File: src/rtl/hrb_div.sv
`timescale 1ns / 1ps
// ----------------------------------------------------------------------------
// hrb_div
// Restoring unsigned divider, one quotient bit per cycle.
// ----------------------------------------------------------------------------
module hrb_div #(
  parameter int unsigned DVD_W = 47,
  parameter int unsigned DVS_W = 31
) (
  input  logic             clk_i,
  input  logic             rst_ni,
  input  logic             start_i,
  input  logic [DVD_W-1:0] dividend_i,
  input  logic [DVS_W-1:0] divisor_i,
  output logic [DVD_W-1:0] quotient_o,
  output logic [DVS_W-1:0] remainder_o,
  output logic             busy_o,
  output logic             done_o
);
  localparam int unsigned CNT_W = $clog2(DVD_W + 1);

  logic [DVD_W-1:0] dvd_q;
  logic [DVS_W-1:0] dvs_q, rem_q;
  logic [CNT_W-1:0] cnt_q;
  logic             busy_q, done_q;
  logic [DVS_W:0]   sh, diff;
  logic             ge;

  assign sh   = {rem_q, dvd_q[DVD_W-1]};
  assign ge   = sh >= {1'b0, dvs_q};
  assign diff = sh - {1'b0, dvs_q};

  always_ff @(posedge clk_i or negedge rst_ni) begin
    if (!rst_ni) begin
      busy_q <= 1'b0;
      done_q <= 1'b0;
      cnt_q  <= '0;
    end else begin
      done_q <= 1'b0;
      if (start_i) begin
        busy_q <= 1'b1;
        cnt_q  <= CNT_W'(DVD_W);
      end else if (busy_q) begin
        cnt_q <= cnt_q - 1'b1;
        if (cnt_q == CNT_W'(1)) begin
          busy_q <= 1'b0;
          done_q <= 1'b1;
        end
      end
    end
  end

  always_ff @(posedge clk_i) begin
    if (start_i) begin
      dvd_q <= dividend_i;
      dvs_q <= divisor_i;
      rem_q <= '0;
    end else if (busy_q) begin
      rem_q <= ge ? diff[DVS_W-1:0] : sh[DVS_W-1:0];
      dvd_q <= {dvd_q[DVD_W-2:0], ge};
    end
  end

  assign quotient_o  = dvd_q;
  assign remainder_o = rem_q;
  assign busy_o      = busy_q;
  assign done_o      = done_q;

endmodule

File: config.mk
export PLATFORM = sky130hd
export DESIGN_NAME = hrb_div
export DESIGN_NICKNAME = d
export VERILOG_FILES = /design/src/rtl/hrb_div.sv
export SDC_FILE = /design/constraint.sdc
export NUM_CORES = 1
export LEC_CHECK = 0
export BUFFER_PORTS_ARGS = -buffer_cell sky130_fd_sc_hd__buf_2
export CAP_MARGIN = 20
export CORE_UTILIZATION = 54
export DETAILED_ROUTE_END_ITERATION = 6
export PLACE_DENSITY = 0.81
export REMOVE_ABC_BUFFERS = 1
export SYNTH_ARGS = -nofsm -noshare
export SYNTH_HDL_FRONTEND = slang
export SYNTH_SLANG_ARGS = --single-unit
export TNS_END_PERCENT = 50
File: constraint.sdc
create_clock -name clk_i -period 3.4 [get_ports clk_i]
set_input_delay 0.51 -clock clk_i [delete_from_list [all_inputs] [get_ports clk_i]]
set_output_delay 0.51 -clock clk_i [all_outputs]
set_load 0.1 [all_outputs]
Word-level counts from Yosys, hierarchy flattened
Cells that the tools add are included.
{"block": "totals", "regBits": 117, "latchBits": 0, "ramBits": 0, "rom_bits": 0, "in_bits": 81, "out_inout_bits": 80, "elab_cells": 22, "memories": 0}
{"block": "op_classes", "add_sub_neg": 2, "n_mul": 0, "div": 0, "n_lt_le_gt_ge": 1, "n_eq_ne": 1, "shift": 0, "muxes": 11, "n_bitwise": 0, "n_reduce_logical": 1}
{"cell": "two-way mux 47 bit", "n": 2}
{"cell": "greater-or-equal comparator 32 x 31 -> 1 bit", "n": 1}
{"cell": "two-way mux 31 bit", "n": 1}
{"cell": "subtractor 31 bit", "n": 1}
{"cell": "two-way mux 6 bit", "n": 2}
{"cell": "equality test 6 x 1 -> 1 bit (second input constant)", "n": 1}
{"cell": "two-way mux 1 bit", "n": 6}
{"cell": "subtractor 6 x 1 -> 6 bit (second input constant)", "n": 1}
{"cell": "nonzero test 2 bit", "n": 1}

Longest topological paths before layout
{"block": "depth", "ltp_word": 4, "ltp_mapped": 12, "ltp_nobuf": 11}

Least setup slack after synthesis
OpenSTA, ideal clock, no wires.
{"block": "synth_timing", "path_kind": "flip-flop to flip-flop", "from": "register dvd_q[46] (netlist: quotient_o[46])", "to": "register rem_q[17] (netlist: remainder_o[17])", "setup_ps": 132, "t_arrival_ps": 3228, "required_time_ps": 3268, "slack_ps": 40, "path_stages_with_launch": 13, "n_path_buf": 1, "synth_period_minus_slack_ps": 3360, "cell_sequence": "edfxtp_1 -> inv_1 -> ha_1 -> fa_1 -> nand2b_1 -> a21oi_1 -> o21ai_2 -> o211a_2 -> o21a_1 -> buf_6 -> and2_0 -> a311oi_1 -> nor3_1"}
{"block": "synth_between", "elab_chain_len": 2, "word_cells_on_any_way": 3, "classes_between": "add/sub (1); order compare (1); mux (1)"}
{"item": "start: declaration", "line_no": "22", "source": "logic [DVD_W-1:0] dvd_q;"}
{"item": "start signal: assignment", "line_no": "55", "source": "dvd_q <= dividend_i;"}
{"item": "start signal: assignment", "line_no": "60", "source": "dvd_q <= {dvd_q[DVD_W-2:0], ge};"}
{"item": "subtractor 31 bit / greater-or-equal comparator 32 x 31 -> 1 bit (equally long branches)", "line_no": "31, 30"}
{"item": "two-way mux 31 bit (*)", "line_no": "59", "source": "rem_q <= ge ? diff[DVS_W-1:0] : sh[DVS_W-1:0];"}
{"item": "end signal: assignment", "line_no": "59"}
{"item": "end: declaration", "line_no": "23", "source": "logic [DVS_W-1:0] dvs_q, rem_q;"}
Every way passes the cells marked *; elsewhere a longest branch is shown, timed or not.
A chain may end at the register's enable or synchronous reset.

Final worst setup path
Ends and elaborated chain as after synthesis.

==> impl_results.md <==
- VDD IR-drop max: 0.000523 V
- CP max FO: 13
- Yosys top cell area share: 35.5%
- Synth area leader: edfxtp_1
- Synth Register Bits: 117
- Largest net degree at the start of global routing: 107
- Cell count after synthesis: 616
- Post-synth EDFFs: a little under 80
- Crit Reg-Reg Endpoint: remainder_o[17]
- DP Area: 7500 um2
- CTS buffer count: 17
- R2r setup slk: 0.31 ns
- Routability congestion estimate from global placement: between 0.9 and 1
- Skew final: 0.0189 ns
- Global route overflow: 0
- R2R Path Start: quotient_o[46]
- Root buf cell: clkbuf_16
- Via/cell ratio: about 5.8
- Pre-CTS setup slack: 0.320 ns
- Clock H-tree levels: 4
- TritonCTS clock tree: done
- IO buf count: 160
- Status: completed
- Switching Fraction: 30.6%
- CP Launch Type: flip-flop
- Total GRT Usage: between 20% and 30%
- R2R cell count: 11
- Post-CTS setup buffers: 0
- Layout fillers: 895
- Synth top area cells: edfxtp_1 (36%), dfxtp_1 (9.4%), mux2_2 (8.0%), ha_1 (6.3%), nand2_1 (3.2%)
- Seq pwr share: a little under two fifths
- Max Root-Sink Buffers: 2
- Layout Nets: 887
- HP Class: input pin to flip-flop
- Initial antenna violation count: 0
- Tcrit/Tclk final: 90.9%
- CP required: 3.69 ns
- Global-route wire length before repair: 25.7 mm
- Maximum clock rate: 323 MHz
- Hold Fails Final Rpt: 0
- Tot Pwr: 4.44 mW
- Final worst slack: 0.309 ns
- # IOs: 161
- WP data arrival: approximately 3.4 ns
- Yosys warns: 0
- Worst rel slew slack: 58.4%
- Remaining DRCs: 0
- Rows: 40
- Post-DP HPWL: 10.9 mm
- Netlist Area Pre-Place: 6600 um2
- Synth Area per Inst: 10.7 um2
- Pleak: between 3 and 4 nW
- Tmin final: between 3 and 4 ns
- Vias in the first global route: 5447
- WL final: about 16 mm
- Worst hold stages: 1
- Antenna diodes: 0
- Max-slew violation count: 0
- Sw power: between 1 and 1.5 mW
- Area delta synth->final: 23.5%
- Via Count: 5413
- Die span in x: 113 um
- Slew @ Worst Pin: 0.624 ns
- 1st-iter DRT viols: 349
- Sequential area share after synthesis: 48.0%
- Final setup fails: 0
- Combinational fraction of design power: about a fifth
- Internal cell power: 3.08 mW
- Ys flop type: edfxtp_1
- Hold_sp: divisor_i[9]
- Synth cell types: 78
- Critical path endpoint category: flip-flop
- Initial Utilization: 55.1%
- Core area: 12000 um2
- Max_cap viols: 0
- Asr flop ratio synth: 6.84%
- Wire per inst: 16.9 um
- Clock power frac: 43.5%
- Min-Delay Endpoint: dvs_q[9]
- CTS clk-pin slew, worst paths: roughly 0.060 ns
- Die ar.: 12700 um2
- Crit Path Category: flip-flop to flip-flop
- Sink Count: 117
- Remaining antenna violation count after routing: 0
- Die Height: 113 um
- Layout cells sized above 1: between 30 and 40%
- Skew-Pair Late Insertion Delay: between 0.4 and 0.5 ns
- Pwr Density: between 500 and 600 nW/um2
- WHS: about 0.26 ns
- Drt first pass iters: 6
- Unrepaired setup endpoints after global routing: no
- Design Area, Final: 8150 um2
-- stage by stage --
| stage | util (%) | setup TNS [ns] | instances |
|---|---|---|---|
| detailed placement | 62.7 | 0 | 899 |
| CTS | 68.1 | 0 | 932 |
| finish | 68.1 | 0 | 932 |
| global route | 68.1 | 0 | 932 |
| floorplan | - | -31.69 | 584 |
| global placement | 62.7 | 0 | 899 |
-- metal layers --
layer | share of wire, % | vias up | track usage [%]
met5 | 0 | - | 0
met4 | 1.7 | 0 | 9.78
met3 | 7.5 | 23 | 8.42
met2 | 50 | 227 | 44.6
met1 | 41 | 2557 | 30.3
li1 | - | 2606 | -
-- cell usage after synthesis, types with 12 or more instances --
| library cell | count |
|---|---|
| edfxtp_1 | 78 |
| nand2_1 | 57 |
| nor2_1 | 52 |
| mux2_2 | 47 |
| inv_1 | 42 |
| ha_1 | 33 |
| dfxtp_1 | 31 |
| a21oi_1 | 27 |
| o21ai_0 | 18 |
| xnor2_1 | 17 |
| clkbuf_1 | 14 |
| a311oi_1 | 12 |
-- power by group through the flow --
stage,Combinational [mW],Clock [mW],Sequential [mW]
after floorplan,0.217,0,2.13
after global placement,0.818,0,1.70
after detailed placement,0.832,0,1.70
after CTS,0.836,1.96,1.67
after global routing,0.876,2.02,1.68
final,0.837,1.93,1.67
-- worst max path at each step --
stage | start | endpoint
3_3_place_gp | quotient_o[46] | remainder_o[17]
2_1_floorplan | busy_o | quotient_o[0]
3_5_place_dp | quotient_o[46] | remainder_o[17]
5_1_grt | quotient_o[46] | remainder_o[17]
6_report | quotient_o[46] | remainder_o[17]
4_1_cts | quotient_o[46] | remainder_o[17]
-- cell usage in the layout, fill, tap and decap left out, types with 6 or more instances in the layout --
| cell type | Yosys | final |
|---|---|---|
| buf_2 | 7 | 159 |
| edfxtp_1 | 78 | 78 |
| nand2_1 | 57 | 56 |
| nor2_1 | 52 | 52 |
| mux2_2 | 47 | 47 |
| inv_1 | 42 | 42 |
| ha_1 | 33 | 33 |
| dfxtp_1 | 31 | 31 |
| a21oi_1 | 27 | 27 |
| o21ai_0 | 18 | 18 |
| xnor2_1 | 17 | 17 |
| clkbuf_16 | 0 | 17 |
| a311oi_1 | 12 | 12 |
| o21a_1 | 10 | 10 |
| nor3_1 | 10 | 10 |
| a211oi_1 | 10 | 10 |
| a21o_1 | 9 | 9 |
| xor2_1 | 9 | 9 |
| mux2i_1 | 8 | 8 |
| nand3_1 | 7 | 7 |
| and3_1 | 7 | 7 |
| a31oi_1 | 7 | 7 |
| dfrtp_1 | 8 | 7 |
| buf_4 | 4 | 7 |
| nand2b_1 | 6 | 6 |
-- registers in the layout, indices dropped and copies added, names as in the netlist --
signal	flops
done_o	1
remainder_o	31
quotient_o	47
cnt_q	6
dvs_q	31
busy_o	1
-- what timing repair did --
item,4_1_cts,5_1_grt
endpoints found under the hold margin,8,0
hold buffers,1,0
resized for setup,0,0
-- kinds of logic after synthesis --
family	count (synthesis)	share of synthesized area, %
AOI/OAI and AO/OA	144	16.3
adders and majority gates	34	6.56
buffers and inverters	74	5.03
DFF	117	48.0
muxes	56	9.41
xor gates and xnor gates	26	3.45
and+or+nand+nor	165	11.3
-- final cells by class --
class	instances	area, um2	share of cell area, %
multi-input combinational	425	3100	38.1
sequential	117	3160	38.8
timing repair buffer	169	898	11.0
tap	147	184	2.26
clock buffer	19	443	5.44
clock inverter	13	196	2.41
inverter	42	158	1.93
-- critical path, cell delays in order, from the launching register on --
cell,delay [ns]
edfxtp_1,0.36
inv_1,0.05
ha_1,0.23
fa_1,0.39
nand2b_1,0.21
a21oi_1,0.30
o21ai_2,0.15
o211a_2,0.31
o21a_1,0.39
and2_0,0.26
a311oi_1,0.23
nor3_1,0.08
Power figures use the tool's default switching activity.
