--- src/rtl/hrb_pkg.sv ---
`timescale 1ns / 1ps
// ----------------------------------------------------------------------------
// hrb_pkg
// Shared types, widths and constants of the radial brush heightmap editor.
// ----------------------------------------------------------------------------
package hrb_pkg;

  localparam int unsigned MAX_RES_DEF = 128;

  localparam int unsigned CHUNK_W = 21;
  localparam int unsigned GRES_W  = 8;
  localparam int unsigned ZS_W    = 16;
  localparam int unsigned CFG_DW  = 21;
  localparam int unsigned CFG_IW  = 2;

  localparam int unsigned OP_W   = 2;
  localparam int unsigned XY_W   = 32;
  localparam int unsigned RAD_W  = 31;
  localparam int unsigned CELL_W = 7;
  localparam int unsigned HGT_W  = 24;

  localparam int unsigned S_TDATA_W = 168;
  localparam int unsigned M_TDATA_W = 32;

  localparam int unsigned DVS_W  = 31;
  localparam int unsigned SQ_W   = 64;
  localparam int unsigned SQ_RW  = 32;
  localparam logic [SQ_W-1:0] SQ_BIT0 = 64'h4000_0000_0000_0000;

  localparam logic [CHUNK_W-1:0] CHUNK_RST = 21'd10000;
  localparam logic [GRES_W-1:0]  GRES_RST  = 8'd128;
  localparam logic [ZS_W-1:0]    ZS_RST    = 16'd256;

  localparam logic [CFG_IW-1:0] REG_CHUNK  = 2'd0;
  localparam logic [CFG_IW-1:0] REG_GRES   = 2'd1;
  localparam logic [CFG_IW-1:0] REG_ZSCALE = 2'd2;

  localparam logic [HGT_W-1:0] HGT_POS_SAT = 24'h7F_FFFF;
  localparam logic [HGT_W-1:0] HGT_NEG_SAT = 24'h80_0000;

  typedef enum logic [OP_W-1:0] {
    OP_STAMP = 2'd0,
    OP_READ  = 2'd1,
    OP_WRITE = 2'd2,
    OP_NOP   = 2'd3
  } hrb_op_e;

  typedef enum logic [4:0] {
    ST_IDLE, ST_CADDR, ST_CRD, ST_CRW, ST_CWR,
    ST_CHK, ST_SKIP, ST_NRMW,
    ST_BBM, ST_BBG, ST_BBW, ST_LOOP,
    ST_PYM, ST_PYG, ST_PYW, ST_PYSQ,
    ST_PXM, ST_PXG, ST_PXW, ST_D2, ST_CMP, ST_SQW,
    ST_AG, ST_AW, ST_ALPHA, ST_DM, ST_UPD,
    ST_NCELL, ST_NROW, ST_FIN
  } hrb_state_e;

endpackage

--- src/rtl/hrb_sqrt.sv ---
`timescale 1ns / 1ps
// ----------------------------------------------------------------------------
// hrb_sqrt
// Integer square root, floor, one result bit per cycle.
// ----------------------------------------------------------------------------
module hrb_sqrt (
  input  logic                      clk_i,
  input  logic                      rst_ni,
  input  logic                      start_i,
  input  logic [hrb_pkg::SQ_W-1:0]  value_i,
  output logic [hrb_pkg::SQ_RW-1:0] root_o,
  output logic                      done_o
);
  import hrb_pkg::*;

  logic [SQ_W-1:0] v_q, res_q, bit_q, t;
  logic            busy_q, done_q, ge;

  assign t  = res_q + bit_q;
  assign ge = v_q >= t;

  always_ff @(posedge clk_i or negedge rst_ni) begin
    if (!rst_ni) begin
      busy_q <= 1'b0;
      done_q <= 1'b0;
    end else begin
      done_q <= 1'b0;
      if (start_i) begin
        busy_q <= 1'b1;
      end else if (busy_q && (bit_q == SQ_W'(1))) begin
        busy_q <= 1'b0;
        done_q <= 1'b1;
      end
    end
  end

  always_ff @(posedge clk_i) begin
    if (start_i) begin
      v_q   <= value_i;
      res_q <= '0;
      bit_q <= SQ_BIT0;
    end else if (busy_q) begin
      if (ge) begin
        v_q   <= v_q - t;
        res_q <= (res_q >> 1) + bit_q;
      end else begin
        res_q <= res_q >> 1;
      end
      bit_q <= bit_q >> 2;
    end
  end

  assign root_o = res_q[SQ_RW-1:0];
  assign done_o = done_q;

endmodule

--- config.mk ---
export PLATFORM = sky130hd
export DESIGN_NAME = hrb_sqrt
export DESIGN_NICKNAME = d
export VERILOG_FILES = /design/src/rtl/hrb_pkg.sv /design/src/rtl/hrb_sqrt.sv
export SDC_FILE = /design/constraint.sdc
export NUM_CORES = 1
export LEC_CHECK = 0
export BUFFER_PORTS_ARGS = -buffer_cell sky130_fd_sc_hd__buf_2
export CORE_MARGIN = 2
export CORE_UTILIZATION = 25
export DETAILED_ROUTE_END_ITERATION = 16
export MAX_ROUTING_LAYER = met4
export SLEW_MARGIN = 20
export SYNTH_ARGS = -nofsm -noshare
export SYNTH_HDL_FRONTEND = slang
export SYNTH_SLANG_ARGS = --single-unit
export TNS_END_PERCENT = 1
--- constraint.sdc ---
create_clock -name clk_i -period 8.4 [get_ports clk_i]
set_input_delay 1.68 -clock clk_i [delete_from_list [all_inputs] [get_ports clk_i]]
set_output_delay 1.68 -clock clk_i [all_outputs]
set_load 0.01 [all_outputs]
* Yosys cells after proc, flatten, opt, wreduce, memory -nomap -nowiden
Cells that the tools add are included.
** Operators by class
- Reductions and logical operators :: 5
- Add/sub/neg operators :: 3
- Eq/ne operators :: 1
- Magnitude comparators :: 1
- Muxes and demuxes :: 8
** Operators by type and width (count)
- 64-bit two-way mux :: 4
- 63-bit by 63-bit adder with 64-bit output :: 1
- 64-bit by 63-bit adder with 64-bit output :: 1
- 64-bit greater-or-equal comparator :: 1
- 64-bit subtractor :: 1
- 32-bit by 1-bit equality test with 1-bit output, second input constant :: 1
- 2-bit nonzero test :: 3
- 1-bit two-way mux :: 4
- 2-bit AND reduction :: 1
- 1-bit logical AND :: 1
** Storage, ports and cells
- Flip-flop bits (word level) :: 162
- Bits of input ports :: 67

* Depth between registers and ports, before layout
Gate-level depths: netlist of run 1.
- Word-level depth :: 5
- Depth in mapped cells :: 26

* Worst setup path after synthesis of run 1
No wires, ideal clock.
- Path type :: register -> register
- Start :: reg res_q[2]
- End :: reg v_q[0], enable pin
- Clock period less this slack :: 8.244 ns
- Setup time :: 0.499 ns
- Cell stages (with the launch flop) :: 22
- Arrival :: 7.745 ns
- Slack :: 0.156 ns
- Cells stage by stage :: dfxtp_1 -> ha_1 -> a31oi_1 -> o21bai_1 -> a21oi_1 -> o31ai_1 -> nand4_1 -> nand3_1 -> a21boi_0 -> o21ai_0 -> a31oi_1 -> xor2_1 -> ha_1 -> nand2_1 -> or4_1 -> nor4_1 -> nor3_1 -> a2111oi_2 -> a211oi_2 -> buf_4 -> buf_4 -> o21bai_1
** Between the ends
- Cells in the longest elaborated chain, start to end :: 4
** RTL lines
- start: declaration :: line hrb_sqrt.sv:16 : logic [SQ_W-1:0] v_q, res_q, bit_q, t;
- start signal: assignment :: line hrb_sqrt.sv:45 : res_q <= (res_q >> 1) + bit_q;
- start signal: assignment :: line hrb_sqrt.sv:47 : res_q <= res_q >> 1;
- 64-bit by 63-bit adder with 64-bit output :: line hrb_sqrt.sv:19 : assign t = res_q + bit_q;
- 64-bit greater-or-equal comparator :: line hrb_sqrt.sv:20 : assign ge = v_q >= t;
- 2-bit nonzero test (no line)
- 2-bit AND reduction (no line)
- end signal: assignment :: line hrb_sqrt.sv:39 : v_q <= value_i;
- end signal: assignment :: line hrb_sqrt.sv:44 : v_q <= v_q - t;
- end: declaration :: line hrb_sqrt.sv:16
No other way between the ends.
A chain may end at the register's enable or synchronous reset.

* Final worst setup path of run 1
- Start :: reg res_q[2]
- End :: reg res_q[58]
** Between the ends
- Cells in the longest elaborated chain, start to end :: 3
- Elaborated cells on any way between the ends :: 4
** RTL lines
- 64-bit by 63-bit adder with 64-bit output :: line hrb_sqrt.sv:19
- 64-bit greater-or-equal comparator :: line hrb_sqrt.sv:20
- 64-bit two-way mux (*) :: line hrb_sqrt.sv:43 : if (ge) begin
Every way passes the cells marked *; elsewhere a longest branch is shown, timed or not.

==> qor.csv, run 1 <==
metric,value,unit
Clock Latency Late Sink,0.46,ns
DR WL met3,3340,um
net count after synthesis,2090,
ys async rst share,0.0123,
CTS root buf,clkbuf_16,
WL met1,21500,um
commonest cells in the netlist,"nand2_1 (218), nor2_1 (177), o21ai_0 (177)",
Die W,249,um
drt pass-1 iters,6,
placer congestion estimate,0.907,
routed wl met2,21400,um
Clk pwr share,0.165,
Starting Density,0.254,
placed insts,2636,
Power Density,280,nW/um2
CORE AREA,59100,um2
WP data required,8.70,ns
fin util,0.278,
non-filler instance count after layout,2668,
CTS tree,done,
detailed-route via count,14133,
Setup Viol. Count Final,0,
Die Height,249,um
clk slew on worst S/H paths,0.07,ns
global-route wire length before repair,75000,um
crit-path max FO,89,
total power,4.60,mW
dpl ws,1.28,ns
number of enable flip-flop cells after synthesis,64,
Critical Path Sink Type,register,
Worst Tran Pin Value,1.05,ns
Crit Path Class,reg2reg,
"final std cell area, no fill",16400,um2
io pins,100,
vias in the first global route,13715,
CP Launch Type,register,
Internal,2.47,mW
Leak,6.57,nW
Routed WL per cell,17.5,um
HP Class,reg2reg,
run status,completed,
share of post-route cells with drive strength above 1,0.0934,
max-slew violation count,0,
CTS H-Tree Depth,4,
Buffers on Ports,99,
drt via density,5.30,
setup_tns,0,ns
largest cells by area after synthesis,"dfxtp_1 (13%), edfxtp_1 (13%), ha_1 (11%)",
post-synthesis mux area share,0.0353,
largest net degree at the start of global routing,90,
Synth cell types,80,
initial antenna violation count,0,
Seq pwr share,0.262,
total gr overflow,0,
MaxCap Viol Count,0,
DR DRC count,0,
yosys warns,0,
number of setup buffers added after CTS,0,
Max Used Layer,met4,
post-synth top area cell,dfxtp_1,
First DRT Iteration DRCs,1211,
# diodes,0,
NetSw,2.13,mW
"Hold Vio Cnt, Final",0,
switching share of power,0.463,
Tcrit/Tclk final,0.851,
Simple-Gate Fraction of Synth Area,0.182,
Final ANT Viol Nets,0,
Placement Cell Area,15900,um2
share of the synthesized area in the top cell type,0.128,
top-count cell post-synth,nand2_1,
Peak VDD IR,0.000187,V
Hold Buf Count CTS,0,
Area Overhead vs Synth,9.49,%
"Avg Cell Area, Syn",7.93,um2
final worst clock skew,0.0118,ns
main flop type after synthesis,dfxtp_1,
GRT Util Overall,0.154,
post-synthesis register bit count,162,
"Seq/Total Area, Yosys",0.260,
crit path time final,7.15,ns
"Net count, final",2080,
row count,89,
compound-gate portion of the synthesized area,0.271,
Routed WL,46800,um
XOR/XNOR Fraction of Synth Area,0.0917,
Adder-Cell Fraction of Synth Area,0.110,
TritonCTS Sinks,162,
Resized Gates After CTS,0,
"Worst Setup Slack, final",1.25,ns
slew margin rel.,0.301,
Final HPWL DP,36100,um
Gate power share,0.572,
unrepaired setup endpoints after global routing,false,
full die area,62000,um2
CTS Buf Count,17,
largest family of logic cells by synthesized area,compound AO/OA/AOI/OAI gates,
Fmax,0.140,GHz
Worst EP arrival,7.45,ns
cell count after synthesis,1892,
clk buf depth,2,
cell area after synthesis,15000,um2
worst hold slack,0.514,ns
worst max-delay path: stages, from the launching register on:
cell and delay [ns]:
dfxtp_1 0.36, ha_1 0.36, a31oi_1 0.17, o21bai_1 0.40
a21oi_1 0.21, o31ai_1 0.43, nand4_1 0.20, nand3_1 0.13
a21boi_0 0.16, o21ai_0 0.39, a31oi_1 0.16, xor2_1 0.17
ha_1 0.41, nand2_1 0.15, or4_1 0.55, nor4_1 0.71
nor3_1 0.13, a2111oi_2 0.51, a211oi_4 0.12, buf_12 0.24
and2_0 0.56, a22oi_1 0.31, a21oi_1 0.09
path summary, 6_finish.rpt:
check,cells past startpoint,start,end,slack [ns]
setup / recovery,22,res_q[2],res_q[58],1.25
hold / removal,2,res_q[0],res_q[0],0.51
setup reg to reg,22,res_q[2],res_q[58],1.25
hold reg to reg,2,res_q[0],res_q[0],0.51
max in group asynchronous,1,rst_ni,busy_q,7.31
min in group asynchronous,1,rst_ni,busy_q,0.98
area by class of cell:
type | instances | area [um2]
sequential | 162 | 3900
multi-input combinational | 1573 | 10400
clock inverter | 14 | 104
clock buffer | 18 | 429
tap | 773 | 967
inverter | 23 | 86.3
fill | 6400 | 42700
timing repair buffer | 105 | 572
cells by family after synthesis:
kind of cell,after synthesis
flops,162
mux,52
fa+ha+maj,131
buf+inv,157
xor+xnor,157
compound gates,636
simple gates,597
registers in the layout, indices dropped and copies added, names as in the netlist:
signal	flops
res_q	64
v_q	64
bit_q	32
busy_q	1
done_o	1
power groups by stage:
stage / logic [mW] / registers (mW) / clock network [mW]
2_1_floorplan: 2.02 / 1.17 / 0
3_3_place_gp: 2.58 / 1.22 / 0
5_1_grt: 2.92 / 1.22 / 0.807
4_1_cts: 2.61 / 1.21 / 0.774
3_5_place_dp: 2.59 / 1.22 / 0
6_report: 2.63 / 1.21 / 0.760
cell usage in the layout (no fill, tap or decap), types with 7 or more instances in the layout:
| cell type | n |
|---|---|
| nand3_1 | 26 |
| nor2b_1 | 19 |
| a31oi_1 | 62 |
| nand2b_1 | 11 |
| or3_1 | 20 |
| o21a_1 | 13 |
| o21ai_0 | 177 |
| inv_1 | 23 |
| a311oi_1 | 14 |
| mux2_2 | 7 |
| nand2_1 | 218 |
| nor3_1 | 24 |
| o211ai_1 | 10 |
| and2_1 | 10 |
| nor4_1 | 15 |
| a21oi_1 | 135 |
| o21bai_1 | 35 |
| edfxtp_1 | 64 |
| a31o_2 | 14 |
| a22oi_1 | 16 |
| buf_2 | 98 |
| nand4_1 | 47 |
| o31ai_1 | 17 |
| a211oi_1 | 27 |
| clkbuf_16 | 17 |
| xnor2_1 | 81 |
| and3_1 | 9 |
| a21o_1 | 57 |
| nor2_1 | 177 |
| dfxtp_1 | 96 |
| ha_1 | 130 |
| mux2i_1 | 45 |
| xor2_1 | 76 |
| a21boi_0 | 7 |
per-layer routing:
metal / up-vias / global-route usage
li1: 6951 / -
met1: 6752 / 0.197
met2: 391 / 0.244
met3: 39 / 0.0404
met4: 0 / 0.0312
met5: - / -
No activity file was read; power rests on OpenSTA's default activity.
==> inputs of run 2 (changes only) <==
==> constraint.sdc (replaced) <==
create_clock -name clk_i -period 8.4 [get_ports clk_i]
set_input_delay 0 -clock clk_i [delete_from_list [all_inputs] [get_ports clk_i]]
set_output_delay 0 -clock clk_i [all_outputs]
set_load 0.01 [all_outputs]
==> run 2 against run 1 <==
Compared with the run above:
- register-to-register slack worse by 0.04 ns
- clock power about the same
- power increased by 0.48%
- die area stayed put
- worst setup slack worse by 0.035 ns
- highest routed layer unchanged
- critical path depth is the same
- critical path type unchanged
- worst hold slack worse by 0.16 ns
- flip-flop and latch count stayed put
- non-clock buffer count is 67 higher
- clock skew about the same
- largest power group unchanged
==> qor.csv, run 2 (synthesis gave the netlist of run 1 again) <==
metric,value,unit
GRT Util Overall,0.155,
CTS Buf Count,17,
total gr overflow,0,
placed insts,2636,
setup_tns,0,ns
full die area,62000,um2
crit path time final,7.18,ns
vias in the first global route,13955,
Critical Path Sink Type,register,
critical path launch point,res_q[2],
Final HPWL DP,36100,um
slew margin rel.,0.291,
run status,completed,
# diodes,0,
Buffers on Ports,99,
most frequent cells in the layout,"nand2_1 (218), nor2_1 (177), o21ai_0 (177), a21oi_1 (135), ha_1 (130)",
worst-case reg-to-reg path depth,22,
crit-path max FO,89,
largest net degree at the start of global routing,90,
Peak VDD IR,0.000190,V
final worst clock skew,0.0122,ns
"Net count, final",2147,
worst reg-to-reg setup slack,1.22,ns
Die W,249,um
non-filler instance count after layout,2735,
Worst Tran Pin Value,1.06,ns
Starting Density,0.254,
drt pass-1 iters,5,
Clock Latency Late Sink,0.46,ns
Tcrit/Tclk final,0.855,
Critical R2R Launch,res_q[2],
Worst EP arrival,7.48,ns
Leak,6.85,nW
First DRT Iteration DRCs,1155,
"Hold Vio Cnt, Final",0,
Die Height,249,um
MaxCap Viol Count,0,
HP Class,in2reg,
Area Overhead vs Synth,14.0,%
Routed WL,47100,um
CTS H-Tree Depth,4,
row count,89,
global-route wire length before repair,75600,um
CORE AREA,59100,um2
CP Launch Type,register,
TritonCTS Sinks,162,
max-slew violation count,0,
detailed-route via count,14325,
DR DRC count,0,
io pins,100,
WP data required,8.70,ns
Crit Path Class,reg2reg,
"commonest non-fill, non-tap cell in the layout",nand2_1,
Resized Gates After CTS,0,
CTS tree,done,
placer congestion estimate,0.907,
clk slew on worst S/H paths,0.07,ns
drt via density,5.24,
Fmax,0.139,GHz
initial antenna violation count,0,
unrepaired setup endpoints after global routing,false,
Routed WL per cell,17.2,um
Power Density,270,nW/um2
Largest regs,"res_q: 64 flops, v_q: 64 flops, bit_q: 32 flops",
Setup Viol. Count Final,0,
clk buf depth,2,
CTS root buf,clkbuf_16,
share of post-route cells with drive strength above 1,0.0902,
worst setup path end,res_q[58],
Final ANT Viol Nets,0,
worst r2r dst,res_q[58],
Fill cells,6357,
-- run 2: what timing repair did --
item                                   CTS  global route
endpoints found under the hold margin   80             0
hold buffers                            67             0
buffers inserted                         0             0
-- run 2: metal layers --
metal	track usage	vias to the layer above	part of all wire
met2	0.247	357	0.46
met1	0.198	6841	0.47
met5	-	-	0
met3	0.0392	35	0.066
met4	0.0312	0	0.011
li1	-	7092	-
-- run 2: worst max-delay path, cell delays in order, from the launching register on --
cell and delay (ns):
dfxtp_1 0.36, ha_1 0.36, a31oi_1 0.16, o21bai_1 0.40
a21oi_1 0.21, o31ai_1 0.43, nand4_1 0.20, nand3_1 0.13
a21boi_0 0.16, o21ai_0 0.39, a31oi_1 0.16, xor2_1 0.17
ha_1 0.41, nand2_1 0.15, or4_1 0.55, nor4_1 0.74
nor3_1 0.13, a2111oi_2 0.51, a211oi_4 0.12, buf_12 0.25
and2_0 0.56, a22oi_1 0.31, a21oi_1 0.09
-- run 2: area by class of cell --
| class | instances | area, um2 | share of cell area |
|---|---|---|---|
| multi-input cells | 1573 | 10400 | 0.607 |
| flip-flops and latches | 162 | 3900 | 0.228 |
| repair buffers | 172 | 1240 | 0.0727 |
| well taps | 773 | 967 | 0.0566 |
| clock buffers | 18 | 429 | 0.0251 |
| clock inverters | 14 | 104 | 0.00607 |
| inverters | 23 | 86.3 | 0.00505 |
-- run 2: worst min path at each step --
stage | end | cells past startpoint | slack, ns | from
2_1_floorplan | busy_q | 0 | -0.30 | rst_ni
4_1_cts | v_q[4] | 4 | 0.34 | value_i[4]
5_1_grt | v_q[60] | 4 | 0.37 | value_i[60]
3_3_place_gp | done_o | 1 | -0.21 | rst_ni
3_5_place_dp | done_o | 1 | -0.21 | rst_ni
6_report | v_q[4] | 4 | 0.35 | value_i[4]
-- run 2: per-stage QoR --
stage	setup slack [ns]	total power [mW]	util	hold WS (ns)	area (um2)
2_1_floorplan	0.156	3.19	-	-0.296	15000
3_3_place_gp	1.41	3.80	0.269	-0.212	15900
3_5_place_dp	1.28	3.81	0.269	-0.210	15900
4_1_cts	1.22	4.62	0.289	0.340	17100
5_1_grt	0.703	4.98	0.289	0.369	17100
6_report	1.22	4.62	0.289	0.351	17100
-- run 2: power breakdown --
part	internal (mW)	total (mW)	switching (mW)
logic	1.01	2.65	1.64
clock network	0.381	0.759	0.377
registers	1.09	1.21	0.115
total	2.49	4.62	2.13
